### config.mk
export PLATFORM = sky130hd
export DESIGN_NAME = mtg_ctrl
export DESIGN_NICKNAME = d
export VERILOG_FILES = /design/src/rtl/core/mtg_pkg.sv /design/src/rtl/core/mtg_ctrl.sv
export SDC_FILE = /design/constraint.sdc
export NUM_CORES = 1
export LEC_CHECK = 0
export BUFFER_PORTS_ARGS = -buffer_cell sky130_fd_sc_hd__buf_2
export CORE_AREA = 2 2 39 41
export DETAILED_ROUTE_END_ITERATION = 8
export DIE_AREA = 0 0 41 43
export PLACE_DENSITY = 0.54
export SLEW_MARGIN = 20
export SYNTH_ARGS = -nofsm -noshare
export SYNTH_HDL_FRONTEND = slang
export SYNTH_SLANG_ARGS = --single-unit
### constraint.sdc
create_clock -name clk -period 2.3 [get_ports clk]
set_input_delay 0.115 -clock clk [delete_from_list [all_inputs] [get_ports clk]]
set_output_delay 0.115 -clock clk [all_outputs]
set_load 0.01 [all_outputs]
### src/rtl/core/mtg_pkg.sv
// Package: constants, control and status types and the tempering function.
package mtg_pkg;

    localparam int unsigned DEF_STATE_DEPTH   = 624;
    localparam int unsigned DEF_MIDDLE_OFFSET = 397;

    localparam logic [31:0] TWIST_XOR    = 32'h9908_b0df;
    localparam logic [31:0] SEED_MULT    = 32'd1812433253;
    localparam logic [31:0] DEFAULT_SEED = 32'd5489;
    localparam logic [31:0] TEMPER_B     = 32'h9d2c_5680;
    localparam logic [31:0] TEMPER_C     = 32'hefc6_0000;

    typedef struct packed {
        logic load_seed;
        logic use_default;
        logic seed_step;
        logic rd_pair;
        logic rd_mid;
        logic twist;
    } mtg_ctrl_t;

    typedef struct packed {
        logic unseeded;
        logic seed_last;
    } mtg_status_t;

    function automatic logic [31:0] temper(input logic [31:0] w);
        logic [31:0] y;
        y = w ^ (w >> 11);
        y = y ^ ((y << 7) & TEMPER_B);
        y = y ^ ((y << 15) & TEMPER_C);
        y = y ^ (y >> 18);
        return y;
    endfunction

endpackage

### src/rtl/core/mtg_ctrl.sv
// Controller: command sequencing state machine for seeding and drawing.
module mtg_ctrl
    import mtg_pkg::*;
(
    input  logic        clk,
    input  logic        rst_n,
    input  logic        start,
    input  logic        cmd,
    input  mtg_status_t status,
    output mtg_ctrl_t   ctrl,
    output logic        busy,
    output logic        done
);

    typedef enum logic [4:0] {
        ST_IDLE      = 5'b00001,
        ST_SEED      = 5'b00010,
        ST_READ_PAIR = 5'b00100,
        ST_READ_MID  = 5'b01000,
        ST_TWIST     = 5'b10000
    } state_t;

    state_t state_reg, state_next;
    logic   pend_reg, pend_next;
    logic   done_reg, done_next;

    always_comb
    begin
        state_next = state_reg;
        pend_next  = pend_reg;
        done_next  = 1'b0;
        ctrl       = '0;
        unique case (state_reg)
            ST_IDLE:
            begin
                if (start)
                begin
                    if (cmd)
                    begin
                        ctrl.load_seed = 1'b1;
                        pend_next      = 1'b0;
                        state_next     = ST_SEED;
                    end
                    else if (status.unseeded)
                    begin
                        // seed with the default first, then carry on with the draw
                        ctrl.load_seed   = 1'b1;
                        ctrl.use_default = 1'b1;
                        pend_next        = 1'b1;
                        state_next       = ST_SEED;
                    end
                    else
                    begin
                        state_next = ST_READ_PAIR;
                    end
                end
            end
            ST_SEED:
            begin
                ctrl.seed_step = 1'b1;
                if (status.seed_last)
                begin
                    state_next = pend_reg ? ST_READ_PAIR : ST_IDLE;
                    pend_next  = 1'b0;
                end
            end
            ST_READ_PAIR:
            begin
                ctrl.rd_pair = 1'b1;
                state_next   = ST_READ_MID;
            end
            ST_READ_MID:
            begin
                ctrl.rd_mid = 1'b1;
                state_next  = ST_TWIST;
            end
            ST_TWIST:
            begin
                ctrl.twist = 1'b1;
                done_next  = 1'b1;
                state_next = ST_IDLE;
            end
            default:
            begin
                state_next = ST_IDLE;
            end
        endcase
    end

    always_ff @(posedge clk or negedge rst_n)
    begin
        if (!rst_n)
        begin
            state_reg <= ST_IDLE;
            pend_reg  <= 1'b0;
            done_reg  <= 1'b0;
        end
        else
        begin
            state_reg <= state_next;
            pend_reg  <= pend_next;
            done_reg  <= done_next;
        end
    end

    assign busy = (state_reg != ST_IDLE);
    assign done = done_reg;

endmodule

* Yosys cells after proc, flatten, opt, wreduce, memory -nomap -nowiden *
Cells that the tools add are included.
Widths: inputs -> output; s select.

word-level totals
  register bits after elaboration = 7
  input port bits = 6
  output and inout bits = 8
  logic and storage cells = 35

operators by class
  eq/ne operators = 9
  mux-type cells = 20
  reduce and logical (&&, ||, !) cells = 3

operators by type and width
  kind                count
  $pmux 5 s4          1
  $mux 5              3
  $mux 1              10
  $mux 2              3
  $mux 3              2
  $eq 5x1->1 const B  1
  $eq 5x2->1 const B  1
  $eq 5x3->1 const B  1
  $eq 5x4->1 const B  1
  $eq 5x5->1 const B  1
  $ne 5x1->1 const B  1
  $ne 2x2->1 const B  2
  $reduce_and 4->1    1
  $ne 3x3->1 const B  1
  $pmux 1 s2          1
  $reduce_and 2->1    1
  $reduce_bool 2->1   1

* Logic depth before layout (Yosys ltp) *
Gate-level depths: netlist (run 1).

  depth after elaboration = 4
  depth in mapped cells = 4

* Worst setup path before layout (run 1) *
No wires, ideal clock.

  kind = reg2reg
  start point = register state_reg[2]
  end point = register pend_reg
  arrival time = 1.131 ns
  setup slack = 1.049 ns
  cell stages (with the launch flop) = 5
  cell sequence = dfrtp_1 > buf_6 > nor3_4 > o2111ai_1 > a31o_1

between the ends
  longest elaborated chain between the ends = 3

ends and longest elaborated chain
  item                                                 RTL line         source
  start: declaration                                   mtg_ctrl.sv:23   state_t state_reg, state_next;
  start signal: assignment                             mtg_ctrl.sv:100  state_reg <= state_next;
  $eq 5x1->1 / $eq 5x2->1 (equally long branches)      mtg_ctrl.sv:33   unique case (state_reg)
  $ne 3x3->1 (no source line) (tied with other cells)  -
  $reduce_and 4->1 (no source line)                    -
  end signal: assignment                               mtg_ctrl.sv:101  pend_reg <= pend_next;
  end: declaration                                     mtg_ctrl.sv:24   logic pend_reg, pend_next;

Parallel ways exist; a longest one is shown, timed or not.
A chain may end at the register's enable or synchronous reset.

==> metrics.md, run 1 <==
| Metric | Value |
|---|---|
| Port Buf Inserts | `13` |
| Drt wl/cell | `13.52 um` |
| Total vias in the final route | `418` |
| Final hold violations | `0` |
| Post-route minimum period | `1626 ps` |
| Die Span Y | `43 um` |
| Post-synthesis sequential area ratio | `37.80%` |
| CP arrival | `1510 ps` |
| Max Transition Viols Final | `0` |
| Mapped Cells | `44` |
| Leakage | `0.0002639 uW` |
| Setup crit start kind | `flip-flop` |
| Power Density | `939.7 nW/um^2` |
| Slew HR | `74.57%` |
| Number of synthesized flops with an enable pin | `0` |
| Initial DRC count | `3` |
| Max-Cap Viols | `0` |
| Vias in the first global route | `339` |
| Met2 Routed Length | `478 um` |
| Crit-path max FO | `10` |
| Setup CP Type | `flip-flop to output pin` |
| Avg Inst Size Synth | `10.61 um^2` |
| Antenna violations before repair | `0` |
| CP top delay family | `flip-flops` |
| CTS Buffer Depth | `2` |
| Max Clk Rate | `615.1 MHz` |
| CP Cell Sequence | `nor3_4 > o2111ai_1 > inv_1 > buf_2` |
| Grt total ovfl | `0` |
| Syn nets | `50` |
| CTS tree | `done` |
| Cell row count | `14` |
| DRT Pass-1 Iters | `4` |
| Die W | `41 um` |
| Layout Cells excl Fill | `75` |
| Post-route cell area | `564.3 um^2` |
| Num ports | `14` |
| Max FFs per register | `5` |
| Cell area after synthesis | `466.7 um^2` |
| Placer Congestion | `0.7167` |
| NumNets Final | `66` |
| CP bufs+invs | `2` |
| First-pass GRT wire length | `1.573 mm` |
| Met1 wire length | `470 um` |
| Reg clk slew, reported paths | `50 ps` |
| Number of fill cells | `149` |
| Core area | `1384 um^2` |
| All-Layer GR Usage | `13.51%` |
| Post-synth ARST share | `100.0%` |
| Top Layer Used | `met3` |
| Pin count of the biggest net entering global routing | `11` |
| Antenna cells | `0` |
| Cells after DPL | `70` |
| Die Area | `1763 um^2` |
| CTS Buf Count | `3` |
| VDD IR max | `415.9 uV` |
| Min Hold Slack | `103.8 ps` |
| Number of routed nets with antenna violations | `0` |
| Final HPWL DP | `733.1 um` |
| Count leader, synth | `dfrtp_1` |
| Number of synthesized register bits | `7` |
| Max incr delay on CP | `510 ps` |
| Clock root cell | `clkbuf_4` |
| Post-synth top flop | `dfrtp_1` |
| Final setup vio count | `0` |
| Clk_lat worst skew | `250 ps` |
| Unique masters post-synth | `33` |
| Crit end category | `output pin` |
| Resized Gates After CTS | `0` |
| Share of the synthesized area in the top cell type | `32.17%` |
| Commonest cells in the netlist | `dfrtp_1 (6), nor2_1 (3)` |
| Drt drc | `0` |
| Setup TNS | `0 ps` |
| DR vias/cell | `5.573` |
| Share of layout cells above drive strength 1 | `42.37%` |
| Worst slew pin tran | `381.4 ps` |
| Initial core utilization | `33.73%` |
| Largest cells by area after synthesis | `dfrtp_1 (32%), dfstp_2 (5.6%), and4bb_2 (5.4%), nor4b_4 (5.1%), nor3_4 (3.5%)` |
| Clk sink count | `7` |
| Total routed wirelength | `1.014 mm` |
| Worst hold path class | `primary input to flip-flop` |
| Htree depth | `1` |
| Layout Utilization | `40.78%` |
| Clock skew | `0.8706 ps` |
| Dominant cell type by area after synthesis | `dfrtp_1` |
| Period utilization | `70.68%` |
| Syn. warnings | `0` |
| Layout area overhead | `20.91%` |
| Placed instance area | `528.0 um^2` |
| Met3 WL | `65 um` |
| Outcome | `complete, no violations` |
| Unrepaired setup endpoints after global routing | `false` |
| Critical Path RT | `2180 ps` |
| Critical-path top delay cell | `dfrtp_1` |
## layer usage
metal	vias up	track usage, %
met5	-	0
met4	0	2.000
met3	0	7.853
met2	12	19.69
met1	206	17.26
li1	200	-
## layout by cell type (no fill, tap or decap), types with 2 or more instances in the layout
master / Yosys / layout
and4bb_2: 2 / 2
buf_2: 1 / 13
inv_1: 2 / 2
nor2_1: 3 / 3
nand2_1: 2 / 2
dfrtp_1: 6 / 6
nor3_1: 2 / 2
clkbuf_4: 0 / 3
## power breakdown
group          total, uW  leakage (uW)  internal [uW]  switching, uW
Combinational        215      0.000157            115            100
Clock                112     0.0000150           66.2           45.6
Sequential           203     0.0000922            158           45.5
## kinds of logic (layout without fill, tap and decap cells)
| logic type | after synthesis | after routing | share of synthesized area [%] |
|---|---|---|---|
| and+or+nand+nor | 22 | 22 | 37.54 |
| AOI/OAI and AO/OA | 9 | 9 | 17.16 |
| DFF | 7 | 7 | 37.80 |
| buffers and inverters | 6 | 21 | 7.506 |
## path summary, 6_finish.rpt
kind | startpoint | to | slack, ps | cells past startpoint
min reg2reg | pend_reg$_DFFE_PN0P_ | pend_reg$_DFFE_PN0P_ | 540 | 1
min in group asynchronous | rst_n | state_reg[4]$_DFFE_PN0P_ | 220 | 2
max in group asynchronous | rst_n | state_reg[0]$_DFFE_PN1P_ | 1860 | 2
max reg2reg | state_reg[2]$_DFFE_PN0P_ | pend_reg$_DFFE_PN0P_ | 890 | 3
max | state_reg[2]$_DFFE_PN0P_ | ctrl[5] | 670 | 4
min | status[0] | state_reg[1]$_DFFE_PN0P_ | 100 | 2
## final cells by class
| cell class | instances | area [um^2] | area share (%) |
|---|---|---|---|
| multi-input combinational | 31 | 255.2 | 45.23 |
| clock buffer | 4 | 26.28 | 4.656 |
| sequential | 7 | 176.4 | 31.26 |
| timing repair buffer | 14 | 75.07 | 13.30 |
| inverter | 3 | 11.26 | 1.996 |
| tap | 16 | 20.02 | 3.548 |
## through the flow
step	total power, uW	setup WS (ps)
6_report	530.3	674.3
5_1_grt	569.2	537.5
4_1_cts	535.1	650.9
3_5_place_dp	420.0	894.9
3_3_place_gp	419.7	934.9
2_1_floorplan	360.8	1049
## timing repair
item / in CTS / in global routing
setup buffers: 0 / 0
hold endpoints to repair: 7 / 0
hold buffers: 1 / 0
(Power assumes the default switching activity.)
==> inputs of run 2 (changes only) <==
--- a/config.mk
+++ b/config.mk
@@ -9,7 +9,7 @@
 export CORE_AREA = 2 2 39 41
 export DETAILED_ROUTE_END_ITERATION = 8
 export DIE_AREA = 0 0 41 43
-export PLACE_DENSITY = 0.54
+export PLACE_DENSITY = 0.56
 export SLEW_MARGIN = 20
 export SYNTH_ARGS = -nofsm -noshare
 export SYNTH_HDL_FRONTEND = slang
==> constraint.sdc (replaced) <==
create_clock -name clk -period 1.4 [get_ports clk]
set_input_delay 0.07 -clock clk [delete_from_list [all_inputs] [get_ports clk]]
set_output_delay 0.07 -clock clk [all_outputs]
set_load 0.01 [all_outputs]
==> metrics.md, run 2 (synthesis results as in run 1) <==
| Metric | Value |
|---|---|
| Outcome | `finished, violations left` |
| Failing checks | `setup timing` |
| NumNets Final | `76 (+15%)` |
| Max Transition Viols Final | `0 (unchanged)` |
| Die Span Y | `43 um (unchanged)` |
| First-pass GRT wire length | `1.980 mm (+26%)` |
| Layout Cells excl Fill | `85 (+13%)` |
| Commonest non-fill, non-tap cell in the layout | `buf_2` |
| Antenna violations before repair | `0 (unchanged)` |
| DRT Pass-1 Iters | `4 (unchanged)` |
| Number of routed nets with antenna violations | `0 (unchanged)` |
| Cell row count | `14 (unchanged)` |
| Worst setup margin | `-128.6 ps (-802.9 ps)` |
| Clock skew | `7.991 ps (+7.120 ps)` |
| Final setup vio count | `4 (+4)` |
| Reg clk slew, reported paths | `60 ps (about the same)` |
| Core area | `1384 um^2 (unchanged)` |
| Layout area overhead | `49.87%` |
| Cells after DPL | `73 (+4.3%)` |
| Clk sink count | `7 (unchanged)` |
| DR vias/cell | `5.459 (-2.1%)` |
| Drt wl/cell | `14.48 um (+7.1%)` |
| Max incr delay on CP | `600 ps (+90 ps)` |
| Die W | `41 um (unchanged)` |
| Leakage | `0.0003219 uW (+22%)` |
| CP arrival | `1460 ps (-50 ps)` |
| CP Cell Sequence | `nor3b_4 > and4_1 > buf_2` |
| Total routed wirelength | `1.231 mm (+21%)` |
| Worst hold path class | `primary input to flip-flop` |
| Die Area | `1763 um^2 (unchanged)` |
| Antenna cells | `0 (unchanged)` |
| Vias in the first global route | `441 (+30%)` |
| Clk_lat worst skew | `250 ps (about the same)` |
| Final hold violations | `0 (unchanged)` |
| CTS Buffer Depth | `2 (unchanged)` |
| Layout Utilization | `50.54% (+9.8 points)` |
| Power Density | `1483 nW/um^2 (+58%)` |
| Max-Cap Viols | `0 (unchanged)` |
| Total vias in the final route | `464 (+11%)` |
| Period utilization | `109.2%` |
| Max FFs per register | `5 (unchanged)` |
| Combinational share of power | `48.7% (+8.1 points)` |
| Htree depth | `1 (unchanged)` |
| Post-route minimum period | `1529 ps` |
| Net load switching power | `376.2 uW (+97%)` |
| All-Layer GR Usage | `16.97% (+3.5 points)` |
| Drt drc | `0 (unchanged)` |
| Setup crit start kind | `flip-flop` |
| Clock power frac | `18.1% (-3.0 points)` |
| Crit-path max FO | `6 (-4)` |
| Critical-path top delay cell | `dfstp_2` |
| Initial core utilization | `33.73% (unchanged)` |
| Max Clk Rate | `654.2 MHz` |
| Critical Path RT | `1330 ps (-850 ps)` |
| Crit end category | `output pin` |
| Num ports | `14 (unchanged)` |
| Final HPWL DP | `799.3 um (+9.0%)` |
| Slew HR | `79.62% (+5.1 points)` |
| Internal | `661.0 uW (+95%)` |
| Power, Total | `1037 uW (+96%)` |
| Pin count of the biggest net entering global routing | `8 (-3)` |
| VDD IR max | `863.4 uV (+110%)` |
| Worst slew pin tran | `305.0 ps (-76.39 ps)` |
| Switching part of the total | `36.27% (+0.23 points)` |
| Dpl ws | `-16.90 ps (-911.8 ps)` |
| Setup CP Type | `flip-flop to output pin` |
| Initial DRC count | `7 (+4)` |
| Flop pwr share | `33.2% (-5.2 points)` |
| Clock root cell | `clkbuf_4` |
| Placer Congestion | `0.7640 (+6.6%)` |
| Setup TNS | `-217.1 ps (-217.1 ps)` |
| Most frequent cells in the layout | `buf_2 (13), buf_4 (8), dfrtp_2 (4)` |
| Port Buf Inserts | `13 (unchanged)` |
| Share of layout cells above drive strength 1 | `66.67% (+24 points)` |
| CTS Buf Count | `3 (unchanged)` |
| Unrepaired setup endpoints after global routing | `true` |
| CTS tree | `done` |
| Grt total ovfl | `0 (unchanged)` |
## run 2: worst max-delay path, delay by kind of cell (launching register included)
family | cells | cell delay [ps]
buf+inv | 1 | 140
flops | 1 | 600
simple gates | 2 | 460
## run 2: final cells by class
cell class / count / area (um^2)
Sequential cell: 7 / 181.4
Fill cell: 140 / 684.4
Multi-Input combinational cell: 31 / 300.3
Clock buffer: 4 / 26.28
Inverter: 3 / 13.76
Timing Repair Buffer: 24 / 157.7
Tap cell: 16 / 20.02
## run 2: worst paths after layout
path	from	to	slack (ps)	cells past startpoint
worst min-delay path	status[0]	state_reg[1]$_DFFE_PN0P_	50	2
min in group asynchronous	rst_n	state_reg[1]$_DFFE_PN0P_	180	2
worst max-delay path	state_reg[0]$_DFFE_PN1P_	ctrl[4]	-130	3
worst min register to register	pend_reg$_DFFE_PN0P_	pend_reg$_DFFE_PN0P_	530	1
worst max register to register	state_reg[0]$_DFFE_PN1P_	state_reg[2]$_DFFE_PN0P_	-10	4
max in group asynchronous	rst_n	state_reg[0]$_DFFE_PN1P_	990	2
## run 2: power by group through the flow
stage	Clock [uW]	Combinational [uW]	Sequential (uW)
after floorplan	0	292	300
after global placement	0	371	321
final	187	505	345
after CTS	190	487	331
after global routing	203	548	355
after detailed placement	0	374	325
## run 2: layer usage
metal | up-vias | global-route usage (%) | routed length, um
li1 | 222 | - | -
met1 | 224 | 20.98 | 578
met2 | 18 | 26.88 | 579
met3 | 0 | 6.283 | 73
met4 | 0 | 4.000 | 0
met5 | - | 0 | 0
## run 2: per-stage QoR
stage	cell area, um^2	hold WS, ps
floorplan	466.7	-225.6
global placement	550.5	-83.85
detailed placement	550.5	-82.42
CTS	678.2	41.29
global route	699.4	59.87
finish	699.4	51.20
## run 2: what timing repair did
action | in CTS | in global routing
hold buffers | 1 | 0
setup endpoints to repair | 7 | 8
endpoints found under the hold margin | 7 | 0
pin swaps | 7 | 2
cloned | 0 | 0
buffers inserted | 7 | 0
gates resized for setup | 10 | 6
==> inputs of run 3 (changes only) <==
--- a/config.mk
+++ b/config.mk
@@ -5,11 +5,12 @@
 export SDC_FILE = /design/constraint.sdc
 export NUM_CORES = 1
 export LEC_CHECK = 0
+export ABC_AREA = 1
 export BUFFER_PORTS_ARGS = -buffer_cell sky130_fd_sc_hd__buf_2
 export CORE_AREA = 2 2 39 41
 export DETAILED_ROUTE_END_ITERATION = 8
 export DIE_AREA = 0 0 41 43
-export PLACE_DENSITY = 0.56
+export PLACE_DENSITY = 0.54
 export SLEW_MARGIN = 20
 export SYNTH_ARGS = -nofsm -noshare
 export SYNTH_HDL_FRONTEND = slang
==> metrics.md, run 3 <==
| Metric | Value |
|---|---|
| Outcome | `finished, violations left` |
| Failing checks | `setup timing` |
| Max incr delay on CP | `570 ps (-30 ps)` |
| Period utilization | `100.4% (-8.8 points)` |
| Worst r2r path cells | `7 (+3)` |
| Final HPWL DP | `705.3 um (-12%)` |
| Antenna cells | `0 (unchanged)` |
| Placer Congestion | `0.8586 (+12%)` |
| Busiest grt layer | `met2` |
| Share of the synthesized area in the top cell type | `33.99% (+1.8 points)` |
| CP arrival | `1330 ps (-130 ps)` |
| R2r setup slk | `130 ps (+140 ps)` |
| Number of synthesized register bits | `7 (unchanged)` |
| Die Span Y | `43 um (unchanged)` |
| Clock root cell | `clkbuf_4` |
| Most frequent cells in the layout | `inv_1 (15), nand2_1 (12), buf_2 (12)` |
| Post-route minimum period | `1405 ps (-123.6 ps)` |
| First-pass GRT wire length | `1.504 mm (-24%)` |
| Clk sink count | `7 (unchanged)` |
| Crit-path max FO | `4 (-2)` |
| Reg clk slew, reported paths | `60 ps (about the same)` |
| Number of routed nets with antenna violations | `0 (unchanged)` |
| Clk_lat worst skew | `250 ps (about the same)` |
| Final hold violations | `0 (unchanged)` |
| Max-Cap Viols | `0 (unchanged)` |
| Setup CP Type | `flip-flop to output pin` |
| Count leader, synth | `inv_1` |
| Cell row count | `14 (unchanged)` |
| Die W | `41 um (unchanged)` |
| Grt total ovfl | `0 (unchanged)` |
| Avg Inst Size Synth | `7.124 um^2 (-33%)` |
| VDD IR max | `640.7 uV (-26%)` |
| Post-synthesis sequential area ratio | `39.94% (+2.1 points)` |
| Commonest cells in the netlist | `inv_1 (16), nand2_1 (14), nor2_1 (8)` |
| Max FFs per register | `5 (unchanged)` |
| DRT Pass-1 Iters | `4 (unchanged)` |
| Vias in the first global route | `397 (-10%)` |
| Met2 Use GR | `18.44% (-8.4 points)` |
| DR vias/cell | `4.220 (-23%)` |
| Critical Path RT | `1330 ps (about the same)` |
| Mapped Cells | `62 (+41%)` |
| Cells after DPL | `90 (+23%)` |
| Unique masters post-synth | `16 (-52%)` |
| NumNets Final | `91 (+20%)` |
| Initial DRC count | `4 (-3)` |
| Max Clk Rate | `711.8 MHz (+8.8%)` |
| CP Cell Sequence | `nand2_4 > nor2_4 > o21ai_2 > nor2_1 > buf_2` |
| Syn. warnings | `0 (unchanged)` |
| Post-route cell area | `616.8 um^2 (-12%)` |
| Drt drc | `0 (unchanged)` |
| Leakage | `0.0003813 uW (+18%)` |
| Worst setup margin | `-4.942 ps (+123.6 ps)` |
| Commonest non-fill, non-tap cell in the layout | `inv_1` |
| Die Area | `1763 um^2 (unchanged)` |
| Slew HR | `84.27% (+4.6 points)` |
| Drt wl/cell | `9.490 um (-34%)` |
| Total vias in the final route | `422 (-9.1%)` |
| Crit end category | `output pin` |
| Cell area after synthesis | `441.7 um^2 (-5.4%)` |
| Met1 usage | `16.67% (-4.3 points)` |
| Layout Cells excl Fill | `100 (+18%)` |
| CTS tree | `done` |
| Core area | `1384 um^2 (unchanged)` |
| Initial core utilization | `31.92% (-1.8 points)` |
| Dpl ws | `231.4 ps (+248.3 ps)` |
| Port Buf Inserts | `13 (unchanged)` |
| Unrepaired setup endpoints after global routing | `true` |
| Worst setup path startpoint | `state_reg[0]$_DFFE_PN1P_` |
| Antenna violations before repair | `0 (unchanged)` |
| Syn nets | `68 (+36%)` |
| Total routed wirelength | `949 um (-23%)` |
| Dominant cell type by area after synthesis | `dfrtp_1` |
| All-Layer GR Usage | `12.89% (-4.1 points)` |
| Worst hold path class | `primary input to flip-flop` |
| Max Transition Viols Final | `0 (unchanged)` |
| Min Hold Slack | `119.1 ps (+67.91 ps)` |
| Number of fill cells | `153 (+9.3%)` |
| CTS Buf Count | `3 (unchanged)` |
| End point of the critical path | `ctrl[5]` |
| Num ports | `14 (unchanged)` |
| Worst slew pin tran | `235.1 ps (-69.93 ps)` |
| Setup crit start kind | `flip-flop` |
| Placed instance area | `519.2 um^2 (-5.7%)` |
| FF-to-FF End | `pend_reg$_DFFE_PN0P_` |
| Critical-path top delay cell | `dfstp_2` |
| Layout Utilization | `44.57% (-6.0 points)` |
| Reg2reg start | `state_reg[3]$_DFFE_PN0P_` |
| Clock skew | `1.501 ps (-6.490 ps)` |
| Power Density | `1893 nW/um^2 (+28%)` |
| Htree depth | `1 (unchanged)` |
| Number of synthesized flops with an enable pin | `0 (unchanged)` |
| Final setup vio count | `1 (-3)` |
| Layout area overhead | `39.66%` |
| Post-synth ARST share | `100.0% (unchanged)` |
| Post-synth top flop | `dfrtp_1` |
| Largest cells by area after synthesis | `dfrtp_1 (34%), inv_1 (14%), nand2_1 (12%), nor2_4 (7.6%), nor2_1 (6.8%)` |
| Met3 usage | `0% (-6.3 points)` |
| Pin count of the biggest net entering global routing | `8 (unchanged)` |
| CTS Buffer Depth | `2 (unchanged)` |
| Share of layout cells above drive strength 1 | `39.29% (-27 points)` |
[run 3: kinds of logic after synthesis]
family / share of synthesized area (%)
and+or+nand+nor: 37.11
buffers and inverters: 15.30
DFF: 39.94
AOI/OAI and AO/OA: 7.648
[run 3: power by group]
group	total (uW)	switching, uW	internal [uW]
logic	652	372	280
clock network	187	82.5	105
registers	328	58.4	270
[run 3: per-layer routing]
metal | up-vias | part of all wire [%]
met5 | - | 0
met4 | 0 | 0
met3 | 0 | 2.3
met2 | 6 | 55
met1 | 188 | 42
li1 | 228 | -
[run 3: worst min path at each step]
stage	from	slack (ps)	end	cells after the start
floorplan	rst_n	-230	done$_DFF_PN0_	0
global placement	rst_n	-90	state_reg[4]$_DFFE_PN0P_	1
detailed placement	rst_n	-90	state_reg[4]$_DFFE_PN0P_	1
CTS	status[1]	120	state_reg[1]$_DFFE_PN0P_	3
global route	status[0]	150	state_reg[1]$_DFFE_PN0P_	4
finish	start	120	state_reg[1]$_DFFE_PN0P_	3
[run 3: area by class of cell]
type / count / area [um^2] / share of cell area [%]
clock buffer: 3 / 22.52 / 3.651
clock inverter: 1 / 5.005 / 0.8114
inverter: 16 / 60.06 / 9.736
multi-input combinational: 38 / 210.2 / 34.08
sequential: 7 / 176.4 / 28.60
tap: 16 / 20.02 / 3.245
timing repair buffer: 19 / 122.6 / 19.88
[run 3: worst max-delay path, delay by kind of cell (launching register included)]
kind | cells | cell delay [ps]
compound gates | 1 | 80
flops | 1 | 570
buf+inv | 1 | 130
simple gates | 3 | 300
[run 3: through the flow]
| step | total power (uW) | setup TNS (ps) |
|---|---|---|
| 4_1_cts | 1105 | -18.32 |
| 3_3_place_gp | 863.0 | 0 |
| 2_1_floorplan | 727.4 | 0 |
| 5_1_grt | 1280 | -136.2 |
| 3_5_place_dp | 855.0 | 0 |
| 6_report | 1168 | -4.942 |
[run 3: what timing repair did]
action,CTS,global route
buffers inserted,3,2
resized for setup,1,6
setup endpoints to repair,2,4
hold buffers,1,0
pin swaps,2,4
hold endpoints to repair,7,0
